$ cat src/rtl/core/ppr_pkg.sv
// Shared types and constants of the partition product refiner.
package ppr_pkg;

   localparam int MAX_LEAVES = 64;
   localparam int LABEL_W    = 7;
   localparam int COUNT_W    = 7;
   localparam int CSR_IDX_W  = 1;
   localparam int CSR_DATA_W = 64;

   localparam logic [LABEL_W-1:0] LABEL_ZERO = '0;
   localparam logic [LABEL_W-1:0] LABEL_ONE  = LABEL_W'(1);
   localparam logic [COUNT_W-1:0] PART_SAT   = '1;

   localparam logic FUNC_REFINE = 1'b0;
   localparam logic FUNC_QUERY  = 1'b1;

   localparam logic [CSR_IDX_W-1:0] CSR_LEAF_COUNT = CSR_IDX_W'(0);
   localparam logic [CSR_IDX_W-1:0] CSR_BASE_SET   = CSR_IDX_W'(1);

   typedef logic [MAX_LEAVES-1:0]              leaf_vec_type;
   typedef logic [MAX_LEAVES-1:0][LABEL_W-1:0] label_row_type;

   typedef enum logic [2:0] {
      ST_IDLE  = 3'b001,
      ST_PICK  = 3'b010,
      ST_APPLY = 3'b100
   } state_type;

   // broadcast from the sequencer to every lane
   typedef struct packed {
      logic               init;
      logic               apply;
      logic               cur_second;
      logic [LABEL_W-1:0] code;
      logic [LABEL_W-1:0] label;
      logic [LABEL_W-1:0] query_idx;
   } lane_cmd_type;

   typedef struct packed {
      logic apply_hit;
      logic query_hit;
   } lane_stat_type;

endpackage

$ cat src/rtl/core/partition_product_refiner_top.sv
// Top level: sequencer, leaf lanes, merge stage and result register.
//
// A query's result strobes on rsp_valid in the cycle after start is taken.
// A refine iterates over the new parts it opens (at most one per leaf);
// each part goes through a pick step in the merge stage (lowest remaining
// leaf and its previous label) and an apply step in which all lanes compare
// and relabel at once. A refine whose leaf set misses the base set answers
// in the cycle after start is taken. busy is high while a refine iterates;
// the result is held for exactly one cycle and the receiver cannot stall it.
// Configuration writes are taken (csr_ready is always high) and must only be
// issued while idle.
module partition_product_refiner_top (
   input  logic                                clock,
   input  logic                                reset,
   input  logic                                start,
   output logic                                busy,
   input  logic                                req_func,
   input  logic                                req_new_product,
   input  logic [ppr_pkg::MAX_LEAVES-1:0]      req_leaf_set,
   input  logic [ppr_pkg::LABEL_W-1:0]         req_part_index,
   output logic                                rsp_valid,
   output logic [ppr_pkg::COUNT_W-1:0]         rsp_part_count,
   output logic                                rsp_part_found,
   output logic [ppr_pkg::MAX_LEAVES-1:0]      rsp_part_members,
   input  logic                                csr_valid,
   output logic                                csr_ready,
   input  logic [ppr_pkg::CSR_IDX_W-1:0]       csr_index,
   input  logic [ppr_pkg::CSR_DATA_W-1:0]      csr_wdata
);
   import ppr_pkg::*;

   state_type          state_ff, state_in;
   logic [6:0]         leaf_count_ff, leaf_count_in;
   leaf_vec_type       base_ff, base_in;
   leaf_vec_type       rem_ff, rem_in;
   logic               cur_second_ff, cur_second_in;
   logic [COUNT_W-1:0] parts_ff, parts_in;
   logic [LABEL_W-1:0] code_ff, code_in;

   logic               rsp_valid_ff, rsp_valid_in;
   logic [COUNT_W-1:0] rsp_count_ff, rsp_count_in;
   logic               rsp_found_ff, rsp_found_in;
   leaf_vec_type       rsp_members_ff, rsp_members_in;

   lane_cmd_type       cmd;
   leaf_vec_type       in_use;
   leaf_vec_type       members_init;
   leaf_vec_type       apply_hits;
   leaf_vec_type       query_hits;
   label_row_type      prev_labels;
   logic [LABEL_W-1:0] merged_code;
   logic               accept;
   logic               csr_write;
   logic               base_write;
   logic               query_found;
   logic [COUNT_W-1:0] parts_inc;

   assign accept     = start && !busy;
   assign csr_ready  = 1'b1;
   assign csr_write  = csr_valid && csr_ready;
   assign base_write = csr_write && (csr_index == CSR_BASE_SET);

   assign members_init = leaf_vec_type'(csr_wdata) & in_use;
   assign query_found  = (req_part_index != LABEL_ZERO) && (req_part_index <= parts_ff);
   assign parts_inc    = (parts_ff == PART_SAT) ? parts_ff : parts_ff + COUNT_W'(1);

   assign cmd.init       = base_write;
   assign cmd.apply      = (state_ff == ST_APPLY);
   assign cmd.cur_second = cur_second_ff;
   assign cmd.code       = code_ff;
   assign cmd.label      = parts_ff;
   assign cmd.query_idx  = req_part_index;

   for (genvar k = 0; k < MAX_LEAVES; k++) begin : g_lane
      lane_stat_type stat;

      // leaf counts above the lane count cover every lane
      assign in_use[k] = (7'(k) < leaf_count_ff);

      ppr_lane u_lane (
         .clock      (clock),
         .reset      (reset),
         .cmd        (cmd),
         .in_use     (in_use[k]),
         .member     (members_init[k]),
         .remaining  (rem_ff[k]),
         .prev_label (prev_labels[k]),
         .stat       (stat)
      );

      assign apply_hits[k] = stat.apply_hit;
      assign query_hits[k] = stat.query_hit;
   end

   ppr_merge u_merge (
      .remaining   (rem_ff),
      .prev_labels (prev_labels),
      .code        (merged_code)
   );

   always_comb begin
      state_in       = state_ff;
      leaf_count_in  = leaf_count_ff;
      base_in        = base_ff;
      rem_in         = rem_ff;
      cur_second_in  = cur_second_ff;
      parts_in       = parts_ff;
      code_in        = code_ff;
      rsp_valid_in   = 1'b0;
      rsp_count_in   = rsp_count_ff;
      rsp_found_in   = rsp_found_ff;
      rsp_members_in = rsp_members_ff;

      if (csr_write) begin
         unique case (csr_index)
            CSR_LEAF_COUNT: leaf_count_in = csr_wdata[6:0];
            CSR_BASE_SET: begin
               base_in       = leaf_vec_type'(csr_wdata);
               cur_second_in = 1'b0;
               parts_in      = (members_init != '0) ? COUNT_W'(1) : COUNT_W'(0);
            end
            default: ;
         endcase
      end

      unique case (state_ff)
         ST_IDLE: begin
            if (accept) begin
               if (req_func == FUNC_QUERY) begin
                  rsp_valid_in   = 1'b1;
                  rsp_count_in   = parts_ff;
                  rsp_found_in   = query_found;
                  rsp_members_in = query_found ? query_hits : '0;
               end else begin
                  if (req_new_product) begin
                     parts_in      = '0;
                     cur_second_in = !cur_second_ff;
                  end
                  rem_in = req_leaf_set & base_ff & in_use;
                  if (rem_in == '0) begin
                     rsp_valid_in   = 1'b1;
                     rsp_count_in   = parts_in;
                     rsp_found_in   = 1'b0;
                     rsp_members_in = '0;
                  end else begin
                     state_in = ST_PICK;
                  end
               end
            end
         end
         ST_PICK: begin
            code_in  = merged_code;
            parts_in = parts_inc;
            state_in = ST_APPLY;
         end
         ST_APPLY: begin
            rem_in = rem_ff & ~apply_hits;
            if (rem_in == '0) begin
               rsp_valid_in   = 1'b1;
               rsp_count_in   = parts_ff;
               rsp_found_in   = 1'b0;
               rsp_members_in = '0;
               state_in       = ST_IDLE;
            end else begin
               state_in = ST_PICK;
            end
         end
         default: state_in = ST_IDLE;
      endcase
   end

   always_ff @(posedge clock) begin
      if (reset) begin
         state_ff      <= ST_IDLE;
         leaf_count_ff <= 7'(MAX_LEAVES);
         base_ff       <= '0;
         rem_ff        <= '0;
         cur_second_ff <= 1'b0;
         parts_ff      <= '0;
         rsp_valid_ff  <= 1'b0;
      end else begin
         state_ff      <= state_in;
         leaf_count_ff <= leaf_count_in;
         base_ff       <= base_in;
         rem_ff        <= rem_in;
         cur_second_ff <= cur_second_in;
         parts_ff      <= parts_in;
         rsp_valid_ff  <= rsp_valid_in;
      end
   end

   always_ff @(posedge clock) begin
      code_ff        <= code_in;
      rsp_count_ff   <= rsp_count_in;
      rsp_found_ff   <= rsp_found_in;
      rsp_members_ff <= rsp_members_in;
   end

   assign busy             = (state_ff != ST_IDLE);
   assign rsp_valid        = rsp_valid_ff;
   assign rsp_part_count   = rsp_count_ff;
   assign rsp_part_found   = rsp_found_ff;
   assign rsp_part_members = rsp_members_ff;

endmodule

$ cat src/rtl/core/ppr_lane.sv
// One leaf: its two labels, the refine match and the query match.
module ppr_lane (
   input  logic                  clock,
   input  logic                  reset,
   input  ppr_pkg::lane_cmd_type cmd,
   input  logic                  in_use,
   input  logic                  member,
   input  logic                  remaining,
   output logic [ppr_pkg::LABEL_W-1:0] prev_label,
   output ppr_pkg::lane_stat_type      stat
);
   import ppr_pkg::*;

   logic [LABEL_W-1:0] first_ff,  first_in;
   logic [LABEL_W-1:0] second_ff, second_in;
   logic [LABEL_W-1:0] cur_label;

   assign cur_label  = cmd.cur_second ? second_ff : first_ff;
   assign prev_label = cmd.cur_second ? first_ff  : second_ff;

   assign stat.apply_hit = remaining && (prev_label == cmd.code);
   assign stat.query_hit = in_use && (cur_label == cmd.query_idx);

   always_comb begin
      first_in  = first_ff;
      second_in = second_ff;
      if (cmd.init) begin
         first_in  = member ? LABEL_ONE : LABEL_ZERO;
         second_in = LABEL_ZERO;
      end else if (cmd.apply && stat.apply_hit) begin
         if (cmd.cur_second) begin
            second_in = cmd.label;
         end else begin
            first_in = cmd.label;
         end
      end
   end

   always_ff @(posedge clock) begin
      if (reset) begin
         first_ff  <= LABEL_ZERO;
         second_ff <= LABEL_ZERO;
      end else begin
         first_ff  <= first_in;
         second_ff <= second_in;
      end
   end

endmodule

$ cat src/rtl/core/ppr_merge.sv
// Picks the lowest remaining leaf and returns its previous-row label.
module ppr_merge (
   input  ppr_pkg::leaf_vec_type         remaining,
   input  ppr_pkg::label_row_type        prev_labels,
   output logic [ppr_pkg::LABEL_W-1:0]   code
);
   import ppr_pkg::*;

   leaf_vec_type lowest;

   // two's complement trick isolates the lowest set bit
   assign lowest = remaining & (~remaining + leaf_vec_type'(1));

   always_comb begin
      code = LABEL_ZERO;
      for (int k = 0; k < MAX_LEAVES; k++) begin
         code = code | (prev_labels[k] & {LABEL_W{lowest[k]}});
      end
   end

endmodule

$ cat config.mk
export PLATFORM = sky130hd
export DESIGN_NAME = partition_product_refiner_top
export DESIGN_NICKNAME = d
export VERILOG_FILES = /design/src/rtl/core/ppr_pkg.sv /design/src/rtl/core/partition_product_refiner_top.sv /design/src/rtl/core/ppr_lane.sv /design/src/rtl/core/ppr_merge.sv
export SDC_FILE = /design/constraint.sdc
export NUM_CORES = 2
export LEC_CHECK = 0
export ABC_AREA = 0
export BUFFER_PORTS_ARGS = -buffer_cell sky130_fd_sc_hd__buf_4
export CAP_MARGIN = 40
export CORE_ASPECT_RATIO = 0.8
export CORE_MARGIN = 10
export CORE_UTILIZATION = 63
export DETAILED_ROUTE_END_ITERATION = 16
export PLACE_DENSITY = 0.81
export SYNTH_ARGS = -nofsm -noshare
export SYNTH_HDL_FRONTEND = slang
export SYNTH_SLANG_ARGS = --single-unit
$ cat constraint.sdc
create_clock -name clock -period 6.45 [get_ports clock]
set_clock_uncertainty 0.1 [all_clocks]
set_input_delay 1.6125 -clock clock [delete_from_list [all_inputs] [get_ports clock]]
set_output_delay 1.6125 -clock clock [all_outputs]
set_load 0.01 [all_outputs]
==> run_results.csv <==
group,metric,value,unit
run_status,status,"complete, no violations",
drt,drtAntennaViolNets,0,
global_routing,grt_pass1_wl,438300,um
global_routing,antenna_found_initial,35,
floorplanning,die_y,310.8,um
setup_path,slowest_stage,"a2111oi_2",
global_routing,grt_usage,0.4929,
clock_tree,clk_pin_slew_worst_paths,0.07,ns
place,place.gp.congestion,1.136,
synth,synthArstFlopShare,0,
layout,nets,8341,
clock_tree,cts_setup_buffers,0,
clock_tree,cts_buffers,112,
synth,ys_seq_elements,1122,
setup_path,path_cells,"buf_12, buf_12, buf_12, buf_12, mux2i_1, xnor2_1, nor4_2, nand4_1, a2111oi_2, nand4_1, nor4_2, nand2_1, nand2_4, buf_12",
clock_tree,h-tree-depth,3,
place,port_buffers,215,
drt,drtIter0Drc,12850,
power,leakage,23.98,nW
floorplanning,placement_rows,106,
drt,wl,311600,um
drt,dr.pass1.iters,8,
drt,detail_route.wl_per_cell,32.10,um
setup_path,endpoint_kind,"flop",
setup_path,crit_path_max_incr_delay,0.92,ns
drt,drcViolationCount,0,
synth,ys_types,84,
sta,finalSetupTns,0,ns
drt,vias_per_cell,7.061,
setup_path,cp.arrival,6.26,ns
synth,synth_fp_nets,8456,
clock_tree,cts-hold-fix-buffers,0,
sta,fin_crit_sh,0.9136,
synth,syn_area,0.06659,mm^2
layout,syn2layout_area_growth,10.68,%
sta,rsz0062_at_grt,"no",
setup_path,cpMostUsedCell,"buf_12",
layout,finalCoreUtilization,0.7043,
synth,synthCells,8306,
clock_tree,cts_tree,"built",
setup_path,cp_max_fo,31,
sta,max_slew_margin,0.08237,
layout,fillers,8354,
synth,ys_warn_count,0,
drt,via_count,68540,
floorplanning,ios,217,
power,power_density,225.5,mW/mm^2
clock_tree,cts_buffer_depth,3,
layout,drive_gt1_frac,0.09602,
global_routing,grt_pass1_vias,62430,
synth,ys_seq_area_frac,0.3492,
floorplanning,fp.coreArea,0.1046,mm^2
min_path,min_path_type,"reg2reg",
clock_tree,clkSinkCount,1122,
floorplanning,die_area,0.1192,mm^2
global_routing,grt_start_max_net_pins,126,
setup_path,required,6.81,ns
sta,fmax,169.7,MHz
place,hpwlAfterDp,216400,um
clock_tree,ctsResizeCount,0,
run,maxCapViolCount,0,
synth,syn_avg_cell_area,8.017,um^2
synth,synth-main-ff-cell,"dfxtp_1",
global_routing,gr-total-overflow,0,
setup_path,crit_type,"reg2reg",
sta,setup_viol,0,
synth,synth-edff-count,79,
floorplanning,start_util,0.6363,
sta,hold_viol,0,
sta,min_period,5.893,ns
setup_path,worst_setup_path_start_kind,"flop",
power,vdd_drop_max,0.2384,mV
sta,slew_viol_final,0,
clock_tree,cts-root-buf,"clkbuf_16",
floorplanning,die_w,383.5,um
sta,tightest_slew,1.376,ns
clock_tree,clk_latency,0.79,ns
-- state kept, by name, indices dropped and copies added (netlist names) --
| signal | flops |
|---|---|
| rsp_part_found | 1 |
| state_ff | 3 |
| rsp_part_count | 7 |
| code_ff | 7 |
| rsp_valid | 1 |
| cur_second_ff | 1 |
| g_lane.u_lane.second_ff | 448 |
| base_ff | 64 |
| rsp_part_members | 64 |
| parts_ff | 7 |
| g_lane.u_lane.first_ff | 448 |
| leaf_count_ff | 7 |
| rem_ff | 64 |
-- cell usage after synthesis, drive strengths merged, types with 16 or more instances --
cell type / instances / area [um^2]
or3: 33 / 206.5
and3: 43 / 269.0
a21oi: 1009 / 5054
buf: 181 / 1032
o221ai: 31 / 271.5
nor4: 158 / 1064
a2111oi: 22 / 219.0
or4: 22 / 165.2
a211oi: 69 / 518.0
nand2: 394 / 1479
nand3: 139 / 695.7
dfxtp: 1043 / 20880
nor2: 1797 / 6745
inv: 44 / 165.2
xor2: 341 / 2987
edfxtp: 79 / 2372
nor2b: 17 / 106.4
nand4: 155 / 969.7
a32oi: 16 / 140.1
and2: 44 / 275.3
o22ai: 80 / 500.5
mux2i: 941 / 9460
a31oi: 17 / 106.4
a22oi: 38 / 285.3
a21boi: 25 / 187.7
mux2: 84 / 953.4
xnor2: 556 / 4870
nor3: 142 / 715.7
o21ai: 109 / 545.5
clkbuf: 510 / 1914
-- layout make-up --
cell class                 instances  area [um^2]  share of cell area
multi-input combinational       6447        40310              0.5470
sequential                      1122        23260              0.3156
timing repair buffer             462         4159             0.05643
clock buffer                     155         3181             0.04316
tap                             1404         1757             0.02384
clock inverter                    58        812.0             0.01102
inverter                          46        187.7            0.002547
antenna                           13        32.53           0.0004414
-- worst paths after layout --
path	slack (ns)	endpoint	cells after the start	startpoint
hold / removal	0.35	base_ff[7]$_SDFFE_PP0P_	2	base_ff[7]$_SDFFE_PP0P_
hold reg to reg	0.35	base_ff[7]$_SDFFE_PP0P_	2	base_ff[7]$_SDFFE_PP0P_
setup reg to reg	0.56	rsp_part_members[60]$_SDFFCE_PP0P_	14	cur_second_ff$_SDFF_PP0_
setup / recovery	0.56	rsp_part_members[60]$_SDFFCE_PP0P_	14	cur_second_ff$_SDFF_PP0_
-- worst max-delay path: cells and delay by family, from the launching register on --
family	cells	cell delay, ns
simple gates	6	1.95
buf+inv	5	1.30
flops	1	0.68
compound gates	1	0.92
xor+xnor	1	0.12
mux	1	0.36
-- metal layers --
metal  global-route usage  part of all wire  vias up
met1               0.6211              0.35    32070
met2               0.6591              0.38     6232
met3               0.2264              0.18     1683
met4               0.3339             0.088       44
met5              0.01810            0.0020        -
li1                     -                 -    28510
-- stage by stage --
| stage | instances | total power [mW] | area (um^2) | hold slack [ns] | setup slack, ns |
|---|---|---|---|---|---|
| 4_1_cts | 9684 | 16.36 | 73600 | 0.3505 | 0.9270 |
| 2_1_floorplan | 8306 | 8.392 | 66590 | 0.3317 | 1.248 |
| 3_5_place_dp | 9471 | 9.275 | 69610 | 0.3421 | 0.9556 |
| 3_3_place_gp | 9433 | 9.245 | 69140 | 0.3376 | 0.6730 |
| 5_1_grt | 9694 | 16.78 | 73670 | 0.3683 | 0.4770 |
| 6_report | 9707 | 16.62 | 73700 | 0.3501 | 0.5573 |
-- power by group --
part	switching (mW)	internal [mW]	total [mW]
clock	3.11	4.21	7.32
combinational	1.46	0.646	2.11
sequential	0.0890	7.10	7.19
total	4.66	12.0	16.6
-- kinds of logic (layout without fill, tap and decap cells) --
group	Yosys count	count (layout)	share of synthesized area
compound gates	1526	1526	0.1321
xor+xnor	897	897	0.1180
fa+ha+maj	9	9	0.001654
buf+inv	737	721	0.04685
flops	1122	1122	0.3492
mux	1025	1025	0.1564
other cells	1	14	0.00005632
simple gates	2989	2989	0.1957
-- layout by cell type (no fill, tap or decap), types with 12 or more instances in the layout --
cell type,n
a31oi_1,17
nand3_1,139
buf_2,13
clkinv_2,20
nand2_1,390
o22ai_1,80
nand4_1,155
or3_1,33
buf_12,45
o221ai_1,31
and2_1,42
a2111oi_0,15
nor2b_1,17
nor4_2,13
clkbuf_16,117
dfxtp_1,1041
inv_1,38
clkbuf_8,12
diode_2,13
xor2_1,341
a21boi_0,19
o21ai_0,105
o32ai_1,13
xnor2_1,556
mux2_2,82
edfxtp_1,79
nor4_1,145
nor3_1,139
bufinv_16,19
a32oi_1,16
or4_1,22
clkbuf_1,27
a22oi_1,37
a211oi_1,68
a21oi_1,1008
buf_4,385
nor2_1,1795
mux2i_1,930
and3_1,42
(Power assumes the default switching activity.)
